$ cat config.mk
export PLATFORM = sky130hd
export DESIGN_NAME = glyph_atlas_shelf_allocator
export DESIGN_NICKNAME = d
export VERILOG_FILES = /design/src/design/gas_pkg.sv /design/src/design/gas_cell.sv /design/src/design/glyph_atlas_shelf_allocator.sv
export SDC_FILE = /design/constraint.sdc
export NUM_CORES = 2
export LEC_CHECK = 0
export BUFFER_PORTS_ARGS = -buffer_cell sky130_fd_sc_hd__clkbuf_2
export CAP_MARGIN = 40
export CORE_ASPECT_RATIO = 1.2
export CORE_UTILIZATION = 45
export DETAILED_ROUTE_END_ITERATION = 16
export HOLD_SLACK_MARGIN = 0.03
export PLACE_DENSITY = 0.7
export RECOVER_POWER = 100
export SLEW_MARGIN = 25
export SYNTH_ARGS = -nofsm -noshare
export SYNTH_HDL_FRONTEND = slang
export SYNTH_SLANG_ARGS = --single-unit
$ cat constraint.sdc
create_clock -name clk -period 15.7 [get_ports clk]
set_input_delay 1.57 -clock clk [delete_from_list [all_inputs] [get_ports clk]]
set_output_delay 1.57 -clock clk [all_outputs]
set_load 0.01 [all_outputs]
$ cat src/design/gas_pkg.sv
package gas_pkg;

  // Default geometry of the atlas
  localparam int PAGE_SIZE_DEF = 1024;
  localparam int MAX_PAGES_DEF = 8;

  typedef enum logic [1:0] {
    CMD_PLACE = 2'd0,
    CMD_FLUSH = 2'd1,
    CMD_MARK  = 2'd2,
    CMD_NOP   = 2'd3
  } cmd_t;

  typedef enum logic [2:0] {
    STS_PLACED  = 3'd0,
    STS_TOO_BIG = 3'd1,
    STS_NO_PAGE = 3'd2,
    STS_DIRTY   = 3'd3,
    STS_CLEAN   = 3'd4,
    STS_MARKED  = 3'd5
  } stat_t;

  typedef enum logic {
    FSM_IDLE = 1'b0,
    FSM_RUN  = 1'b1
  } fsm_t;

  // Command token walking down the page cells
  typedef struct packed {
    logic       valid;
    cmd_t       cmd;
    logic [9:0] w;
    logic [9:0] h;
    logic       done;
    logic       big;
  } tok_t;

  // One result beat
  typedef struct packed {
    stat_t       status;
    logic [2:0]  page;
    logic [9:0]  pos_x;
    logic [9:0]  pos_y;
    logic [10:0] rect_left;
    logic [10:0] rect_top;
    logic [10:0] rect_right;
    logic [10:0] rect_bottom;
    logic        last;
  } beat_t;

endpackage

$ cat src/design/gas_cell.sv
module gas_cell #(
  parameter int PAGE_SIZE = gas_pkg::PAGE_SIZE_DEF
) (
  input  logic          clk,
  input  logic          rst_n,
  input  logic          step,
  input  logic          cell_first,
  input  gas_pkg::tok_t tok_in,
  output gas_pkg::tok_t tok_out,
  output logic          res_valid,
  output gas_pkg::beat_t res
);
  import gas_pkg::*;

  localparam int CW = $clog2(PAGE_SIZE) + 2;
  localparam logic [CW-1:0] LIM  = CW'(PAGE_SIZE - 1);
  localparam logic [CW-1:0] ONE  = CW'(1);
  localparam logic [CW-1:0] SIZE = CW'(PAGE_SIZE);

  logic          used_r, used_nxt;
  logic [CW-1:0] pen_col_r, pen_col_nxt;
  logic [CW-1:0] pen_row_r, pen_row_nxt;
  logic [CW-1:0] row_bot_r, row_bot_nxt;
  logic          dirty_r, dirty_nxt;
  logic [CW-1:0] dl_r, dl_nxt, dt_r, dt_nxt, dr_r, dr_nxt, db_r, db_nxt;
  tok_t          tok_r, tok_nxt;

  logic [CW-1:0] wc, hc, eff_col, eff_row, rb1, ny, px, py, yh;
  logic [CW-1:0] xl, yt, xr, yb;
  logic          fit_cur, fit_new, here, do_place, do_flush, do_mark;
  logic [15:0]   px16, py16, l16, t16, r16, b16;

  // Fit checks at the pen and on a new row
  always_comb begin
    wc      = CW'(tok_in.w);
    hc      = CW'(tok_in.h);
    eff_col = (pen_col_r == '0 || pen_row_r == '0) ? ONE : pen_col_r;
    eff_row = (pen_col_r == '0 || pen_row_r == '0) ? ONE : pen_row_r;
    rb1     = row_bot_r + ONE;
    ny      = (eff_row > rb1) ? eff_row : rb1;
    fit_cur = ((eff_col + wc) < LIM) && ((eff_row + hc) < LIM);
    fit_new = ((ONE + wc) < LIM) && ((ny + hc) < LIM);
    px      = fit_cur ? eff_col : ONE;
    py      = fit_cur ? eff_row : ny;
    yh      = py + hc;
    xl      = px - ONE;
    yt      = py - ONE;
    xr      = px + wc + ONE;
    yb      = yh + ONE;
  end

  // Decide what this page does with the passing token
  always_comb begin
    here     = tok_in.valid && step;
    do_place = here && (tok_in.cmd == CMD_PLACE) && !tok_in.done && !tok_in.big
               && (fit_cur || fit_new);
    do_flush = here && (tok_in.cmd == CMD_FLUSH) && used_r && dirty_r;
    do_mark  = here && (tok_in.cmd == CMD_MARK) && used_r;
  end

  // Page state update
  always_comb begin
    used_nxt    = used_r;
    pen_col_nxt = pen_col_r;
    pen_row_nxt = pen_row_r;
    row_bot_nxt = row_bot_r;
    dirty_nxt   = dirty_r;
    dl_nxt      = dl_r;
    dt_nxt      = dt_r;
    dr_nxt      = dr_r;
    db_nxt      = db_r;
    if (do_place) begin
      used_nxt    = 1'b1;
      pen_col_nxt = xr;
      pen_row_nxt = py;
      row_bot_nxt = (yh > row_bot_r) ? yh : row_bot_r;
      dirty_nxt   = 1'b1;
      if (dirty_r) begin
        dl_nxt = (xl < dl_r) ? xl : dl_r;
        dt_nxt = (yt < dt_r) ? yt : dt_r;
        dr_nxt = (xr > dr_r) ? xr : dr_r;
        db_nxt = (yb > db_r) ? yb : db_r;
      end else begin
        dl_nxt = xl;
        dt_nxt = yt;
        dr_nxt = xr;
        db_nxt = yb;
      end
    end
    if (do_flush) begin
      dirty_nxt = 1'b0;
    end
    if (do_mark) begin
      dirty_nxt = 1'b1;
      dl_nxt    = '0;
      dt_nxt    = '0;
      dr_nxt    = SIZE;
      db_nxt    = rb1;
    end
  end

  // Advance the token, flag it once placed
  always_comb begin
    tok_nxt = tok_r;
    if (step) begin
      tok_nxt      = tok_in;
      tok_nxt.done = tok_in.done || do_place;
    end
  end

  // Result beat of this page
  always_comb begin
    px16      = 16'(px);
    py16      = 16'(py);
    l16       = 16'(dl_r);
    t16       = 16'(dt_r);
    r16       = 16'(dr_r);
    b16       = 16'(db_r);
    res_valid = do_place || do_flush;
    res       = '0;
    if (do_place) begin
      res.status = STS_PLACED;
      res.pos_x  = px16[9:0];
      res.pos_y  = py16[9:0];
    end else begin
      res.status      = STS_DIRTY;
      res.rect_left   = l16[10:0];
      res.rect_top    = t16[10:0];
      res.rect_right  = r16[10:0];
      res.rect_bottom = b16[10:0];
    end
  end

  assign tok_out = tok_r;

  always_ff @(posedge clk) begin
    if (!rst_n) begin
      used_r    <= cell_first;
      pen_col_r <= '0;
      pen_row_r <= '0;
      row_bot_r <= '0;
      dirty_r   <= 1'b0;
      tok_r     <= '0;
    end else begin
      used_r    <= used_nxt;
      pen_col_r <= pen_col_nxt;
      pen_row_r <= pen_row_nxt;
      row_bot_r <= row_bot_nxt;
      dirty_r   <= dirty_nxt;
      tok_r     <= tok_nxt;
    end
  end

  // Dirty rectangle, read only while dirty_r is set
  always_ff @(posedge clk) begin
    dl_r <= dl_nxt;
    dt_r <= dt_nxt;
    dr_r <= dr_nxt;
    db_r <= db_nxt;
  end

endmodule

$ cat src/design/glyph_atlas_shelf_allocator.sv
// Channel | Ports                                     | Direction
// in      | in_valid, in_stall, in_command, in_glyph_* | command beats in
// out     | out_valid, out_stall, out_status ... last  | result beats out
//
// A command is accepted into a launch register; its token then walks the
// page cells in turn and is retired at the chain end. Stalls on out hold it.
// Reset (synchronous, rst_n low) leaves all pages empty with page 0 open.
// A result beat waits in the output register while the token walks on;
// the chain holds only when that register is full and stalled.
module glyph_atlas_shelf_allocator #(
  parameter int PAGE_SIZE = gas_pkg::PAGE_SIZE_DEF,
  parameter int MAX_PAGES = gas_pkg::MAX_PAGES_DEF
) (
  input  logic        clk,
  input  logic        rst_n,
  input  logic        in_valid,
  output logic        in_stall,
  input  logic [1:0]  in_command,
  input  logic [9:0]  in_glyph_width,
  input  logic [9:0]  in_glyph_height,
  output logic        out_valid,
  input  logic        out_stall,
  output logic [2:0]  out_status,
  output logic [2:0]  out_page,
  output logic [9:0]  out_pos_x,
  output logic [9:0]  out_pos_y,
  output logic [10:0] out_rect_left,
  output logic [10:0] out_rect_top,
  output logic [10:0] out_rect_right,
  output logic [10:0] out_rect_bottom,
  output logic        out_last
);
  import gas_pkg::*;

  localparam int NP = MAX_PAGES;
  localparam logic [12:0] BIG_LIM = 13'(PAGE_SIZE - 3);

  fsm_t  state_r, state_nxt;
  tok_t  tok0_r, tok0_nxt;
  tok_t  tok_w [0:NP];
  tok_t  end_tok;
  logic  [NP:0] tok_vld;
  logic  res_valid [NP];
  beat_t res [NP];
  beat_t sel, pb, out_r, out_nxt, pend_r, pend_nxt;
  logic  sel_valid, push, step, accept;
  logic  out_valid_r, out_valid_nxt, pend_valid_r, pend_valid_nxt;
  cmd_t  in_cmd;
  logic  in_big;

  assign in_cmd  = cmd_t'(in_command);
  assign in_big  = (13'(in_glyph_width) > BIG_LIM) || (13'(in_glyph_height) > BIG_LIM);
  assign accept  = in_valid && !in_stall;
  assign step    = !out_valid_r || !out_stall;
  assign end_tok = tok_w[NP];
  assign tok_w[0] = tok0_r;

  // Page cells
  for (genvar k = 0; k < NP; k++) begin : g_cell
    gas_cell #(.PAGE_SIZE(PAGE_SIZE)) u_cell (
      .clk        (clk),
      .rst_n      (rst_n),
      .step       (step),
      .cell_first (k == 0),
      .tok_in     (tok_w[k]),
      .tok_out    (tok_w[k+1]),
      .res_valid  (res_valid[k]),
      .res        (res[k])
    );
  end

  always_comb begin
    for (int k = 0; k <= NP; k++) begin
      tok_vld[k] = tok_w[k].valid;
    end
  end

  // Launch a token on accept, drop it once it moves into cell 0
  always_comb begin
    tok0_nxt = tok0_r;
    if (step) begin
      tok0_nxt.valid = 1'b0;
    end
    if (accept && in_cmd != CMD_NOP) begin
      tok0_nxt.valid = 1'b1;
      tok0_nxt.cmd   = in_cmd;
      tok0_nxt.w     = in_glyph_width;
      tok0_nxt.h     = in_glyph_height;
      tok0_nxt.done  = 1'b0;
      tok0_nxt.big   = in_big;
    end
  end

  // Next state
  always_comb begin
    state_nxt = state_r;
    case (state_r)
      FSM_IDLE: if (accept && in_cmd != CMD_NOP) state_nxt = FSM_RUN;
      FSM_RUN:  if (step && end_tok.valid) state_nxt = FSM_IDLE;
      default:  state_nxt = FSM_IDLE;
    endcase
  end

  // State outputs
  always_comb begin
    in_stall = (state_r != FSM_IDLE);
  end

  // Pick the one cell that answered
  always_comb begin
    sel_valid = 1'b0;
    sel       = '0;
    for (int k = 0; k < NP; k++) begin
      if (res_valid[k]) begin
        sel_valid = 1'b1;
        sel       = res[k];
        sel.page  = 3'(k);
      end
    end
  end

  // Result beats; hold one flush rectangle back to know which is last
  always_comb begin
    out_nxt        = out_r;
    out_valid_nxt  = out_valid_r && out_stall;
    pend_nxt       = pend_r;
    pend_valid_nxt = pend_valid_r;
    push           = 1'b0;
    pb             = '0;
    if (step) begin
      if (sel_valid) begin
        if (sel.status == STS_PLACED) begin
          push    = 1'b1;
          pb      = sel;
          pb.last = 1'b1;
        end else begin
          if (pend_valid_r) begin
            push = 1'b1;
            pb   = pend_r;
          end
          pend_nxt       = sel;
          pend_valid_nxt = 1'b1;
        end
      end
      if (end_tok.valid) begin
        case (end_tok.cmd)
          CMD_PLACE: begin
            if (end_tok.big) begin
              push      = 1'b1;
              pb.status = STS_TOO_BIG;
              pb.last   = 1'b1;
            end else if (!end_tok.done) begin
              push      = 1'b1;
              pb.status = STS_NO_PAGE;
              pb.last   = 1'b1;
            end
          end
          CMD_FLUSH: begin
            push = 1'b1;
            if (pend_valid_r) begin
              pb             = pend_r;
              pend_valid_nxt = 1'b0;
            end else begin
              pb.status = STS_CLEAN;
            end
            pb.last = 1'b1;
          end
          CMD_MARK: begin
            push      = 1'b1;
            pb.status = STS_MARKED;
            pb.last   = 1'b1;
          end
          default: ;
        endcase
      end
    end
    if (push) begin
      out_valid_nxt = 1'b1;
      out_nxt       = pb;
    end
  end

  always_ff @(posedge clk) begin
    if (!rst_n) begin
      state_r      <= FSM_IDLE;
      tok0_r       <= '0;
      out_valid_r  <= 1'b0;
      pend_valid_r <= 1'b0;
    end else begin
      state_r      <= state_nxt;
      tok0_r       <= tok0_nxt;
      out_valid_r  <= out_valid_nxt;
      pend_valid_r <= pend_valid_nxt;
    end
  end

  always_ff @(posedge clk) begin
    out_r  <= out_nxt;
    pend_r <= pend_nxt;
  end

  assign out_valid       = out_valid_r;
  assign out_status      = out_r.status;
  assign out_page        = out_r.page;
  assign out_pos_x       = out_r.pos_x;
  assign out_pos_y       = out_r.pos_y;
  assign out_rect_left   = out_r.rect_left;
  assign out_rect_top    = out_r.rect_top;
  assign out_rect_right  = out_r.rect_right;
  assign out_rect_bottom = out_r.rect_bottom;
  assign out_last        = out_r.last;

  // At most one token in the chain
  a_one_token: assert property (@(posedge clk) disable iff (!rst_n)
    $onehot0(tok_vld))
    else $error("more than one command token in the chain");

  // A running command always has its token somewhere
  a_run_token: assert property (@(posedge clk) disable iff (!rst_n)
    (state_r == FSM_RUN) |-> (tok_vld != '0))
    else $error("command running without a token");

  // New beats come only from a running command
  a_beat_src: assert property (@(posedge clk) disable iff (!rst_n)
    $rose(out_valid_r) |-> $past(state_r == FSM_RUN))
    else $error("result beat with no command in flight");

  // A held flush rectangle never outlives its command
  a_pend_run: assert property (@(posedge clk) disable iff (!rst_n)
    pend_valid_r |-> (state_r == FSM_RUN))
    else $error("held dirty rectangle while idle");

endmodule
==> metrics.md <==
| Metric | Value |
|---|---|
| Cell type contributing the most total cell area after synthesis | sky130_fd_sc_hd__dfxtp_1 |
| Number of clock buffers inserted by TritonCTS | 120 |
| Cell chosen for the clock root | sky130_fd_sc_hd__clkbuf_16 |
| Data arrival time of the worst path | 12.80 ns |
| MaxCap Viol Count | 27 |
| Primary flip-flop cell chosen by synthesis mapping | sky130_fd_sc_hd__dfxtp_1 |
| Clock slew at reported path FFs | 0.06 ns |
| Req. time, crit path | 16.17 ns |
| Top post-synthesis cells by area | sky130_fd_sc_hd__dfxtp_1 19%, sky130_fd_sc_hd__ha_1 15%, sky130_fd_sc_hd__edfxtp_1 8.4% |
| Clock period minus final worst setup slack | 12.34 ns |
| Leading cell types in the layout, fill and taps excluded | 1043 x sky130_fd_sc_hd__nor2_1, 1024 x sky130_fd_sc_hd__nand2_1, 998 x sky130_fd_sc_hd__ha_1 |
| Critical path endpoint category | flip-flop |
| Share of cells above drive strength 1 | 4.56% |
| DP HPWL | 260000 um |
| Yosys warning total | 0 |
| Boundary Pins | 99 |
| Full die area | 189000 sq um |
| Synth unique cells | 117 |
| Die X | 398 um |
| Maximum VDD drop | 0.104 mV |
| DRC violations left | 0 |
| Clock Path Buffers | 3 |
| Sequential element share of the synthesized area | 27.3% |
| Ys async rst share | 0% |
| Overall routing resource usage | 33.5% |
| Final-stage net count | 11500 |
| Setup repair after global routing missed its margin | no |
| Mean routed wirelength per cell | 25.2 um |
| Transition time of the tightest slew-check pin | 4.13 ns |
| Count of buffers inserted at the top-level ports | 98 |
| Final hold vios | 0 |
| Achievable clock frequency | 0.0811 GHz |
| Count of mapped cells out of synthesis | 10500 |
| Global placer's final weighted congestion | 1.06 |
| Area used by multi-input combinational logic | 56600 sq um |
| Number of global-route vias before repair | 76700 |
| Critical path's largest stage delay | 1.33 ns |
| Fill cells | 18100 |
| Leakage dissipation | 40.3 nW |
| Die height | 477 um |
| Worst relative slew slack | -176% |
| Initial cell density of the core | 45.5% |
| Avg Synthesized Cell Area | 8.05 sq um |
| Layout-stage area growth over the synthesis result | 8.41% |
| Setup-violating endpoint count in the final report | 0 |
| Sinks on the clock net | 1033 |
| Failing checks | max-capacitance violations, max-slew violations |
| Initial antenna violation count | 14 |
| Number of design-rule violations left by the first detailed-router iteration | 7391 |
| Total Wirelength | 328000 um |
| Worst slack after detailed placement | 5.36 ns |
| Slowest library cell on the worst path | sky130_fd_sc_hd__clkbuf_1 |
| Number of flops mapped to enable cells by yosys | 235 |
| Insertion delay to the later sink of the worst-skew pair | 0.81 ns |
| Global-route wire length before repair | 484000 um |
| Total design power | 7.31 mW |
| Average via count per standard cell | 6.17 |
| Hold_ws | 0.458 ns |
| Area share of the largest cell type after synthesis | 18.9% |
| CTS tree | yes |
| Worst setup path category | flip-flop to flip-flop |
| Crit path setup slack, layout | 3.36 ns |
| Outcome | finished with violations |
| Cts repair resizes | 0 |
| Post-synthesis instance area | 84500 sq um |
| Critical path peak fanout | 48 |
| Final slew viol count | 1012 |
| CORE AREA | 186000 sq um |
| Final period util | 78.6% |
| Most repeated library cell on the critical path | sky130_fd_sc_hd__clkbuf_1 |
| Syn Nets | 11600 |
| Total number of vias | 80300 |
| Worst-case clock skew | 0.0524 ns |
| Post-CTS Setup Inserts | 0 |
| H-tree levels | 3 |
| Class of the tightest hold or removal check | flip-flop to flip-flop |
| Maximum number of pins on one net before global-route repair | 174 |
| Reg area | 23000 sq um |
| Detailed-router iteration count before antenna repair | 9 |
| Total power per unit cell area | 79.8 nW/um^2 |
| Antenna Violating Nets Remaining | 0 |
| Number of buffers inserted by hold repair at cts | 0 |
| Number of synthesized register bits | 1033 |
| Setup TNS | 0 ns |
| Most common cell after layout, fill and taps aside | sky130_fd_sc_hd__nor2_1 |
| Worst Setup Start Kind | flip-flop |
| GR Overflow Total | 0 |
| Number of placement rows | 173 |
==> critical path, delay by kind of cell (launching register included) <==
family | cells | cell delay, ns
mux | 1 | 0.19
compound gates | 12 | 3.48
flops | 1 | 0.33
fa+ha+maj | 3 | 0.99
buf+inv | 7 | 3.87
simple gates | 9 | 3.06
==> sequential cells by signal, indices dropped and copies added, names as in the netlist, 11 cells and up <==
name	count
g_cell.u_cell.tok_out	180
g_cell.u_cell.row_bot_r	96
g_cell.u_cell.pen_col_r	96
g_cell.u_cell.dt_r	96
tok0_r	24
out_rect_right	11
out_rect_left	11
g_cell.u_cell.db_r	96
g_cell.u_cell.dr_r	96
g_cell.u_cell.pen_row_r	96
pend_r	68
out_rect_bottom	11
g_cell.u_cell.dl_r	96
out_rect_top	11
==> layout make-up <==
type / count / area share [%]
inverters: 828 / 3.40
multi-input cells: 8207 / 61.8
repair buffers: 263 / 1.67
flip-flops and latches: 1033 / 25.2
clock buffers: 179 / 3.95
diodes: 6 / 0.0164
well taps: 2450 / 3.35
clock inverters: 51 / 0.653
==> per-layer routing <==
| layer | vias up | global-route usage [%] | wire [um] |
|---|---|---|---|
| li1 | 37500 | - | - |
| met1 | 38400 | 39.4 | 125000 |
| met2 | 3391 | 55.4 | 152000 |
| met3 | 972 | 5.19 | 24500 |
| met4 | 12 | 23.9 | 27200 |
| met5 | - | 0 | 69 |
==> synth_stat cells (41+ instances only) <==
cell type	count
sky130_fd_sc_hd__nor2_1	1045
sky130_fd_sc_hd__nand2_1	1023
sky130_fd_sc_hd__ha_1	998
sky130_fd_sc_hd__inv_1	827
sky130_fd_sc_hd__a21oi_1	820
sky130_fd_sc_hd__dfxtp_1	798
sky130_fd_sc_hd__o21ai_0	482
sky130_fd_sc_hd__mux2i_1	463
sky130_fd_sc_hd__xnor2_1	330
sky130_fd_sc_hd__clkbuf_1	329
sky130_fd_sc_hd__a21o_1	253
sky130_fd_sc_hd__nand3_1	240
sky130_fd_sc_hd__edfxtp_1	235
sky130_fd_sc_hd__nor3_1	229
sky130_fd_sc_hd__nand4_1	183
sky130_fd_sc_hd__a211oi_1	179
sky130_fd_sc_hd__xor2_1	176
sky130_fd_sc_hd__and2_1	164
sky130_fd_sc_hd__and3_1	132
sky130_fd_sc_hd__nor4_1	112
sky130_fd_sc_hd__nand2b_1	106
sky130_fd_sc_hd__nor2b_1	97
sky130_fd_sc_hd__o211ai_1	90
sky130_fd_sc_hd__a221oi_1	76
sky130_fd_sc_hd__o21a_1	70
sky130_fd_sc_hd__mux2_2	62
sky130_fd_sc_hd__a21boi_0	52
sky130_fd_sc_hd__o21bai_1	52
sky130_fd_sc_hd__o22ai_1	51
sky130_fd_sc_hd__a31oi_1	47
sky130_fd_sc_hd__buf_2	47
sky130_fd_sc_hd__or3_1	47
sky130_fd_sc_hd__o31ai_1	41
==> per-stage QoR <==
stage               cell area (sq um)  util (%)  cells
global route                    91600      49.3  13000
CTS                             92000      49.5  13000
detailed placement              87800      47.3  12800
floorplan                       84500         -  10500
finish                          91600      49.3  13000
global placement                87400      47.1  12700
==> path summary, 6_finish.rpt <==
check / from / to / slack (ns) / depth (start not counted)
worst min register to register: tok0_r[24]$_SDFFE_PN0P_ / tok0_r[24]$_SDFFE_PN0P_ / 0.46 / 2
worst max-delay path: g_cell[6].u_cell.pen_col_r[0]$_SDFFE_PN0P_ / out_rect_left[9]$_SDFFCE_PP0P_ / 3.36 / 32
worst min-delay path: tok0_r[24]$_SDFFE_PN0P_ / tok0_r[24]$_SDFFE_PN0P_ / 0.46 / 2
worst max register to register: g_cell[6].u_cell.pen_col_r[0]$_SDFFE_PN0P_ / out_rect_left[9]$_SDFFCE_PP0P_ / 3.36 / 32
==> report_power, final <==
part           internal (mW)  switching, mW  total, mW
clock                   1.76           1.27       3.02
sequential              2.89          0.175       3.07
combinational          0.435          0.781       1.22
==> cell families after synthesis <==
| logic type | Yosys count | share of synthesized area [%] |
|---|---|---|
| compound gates | 2583 | 19.8 |
| simple gates | 3551 | 19.9 |
| flops | 1033 | 27.3 |
| mux | 529 | 6.38 |
| xor+xnor | 506 | 5.25 |
| fa+ha+maj | 1038 | 15.7 |
| buf+inv | 1250 | 5.69 |
Power figures use the tool's default switching activity.
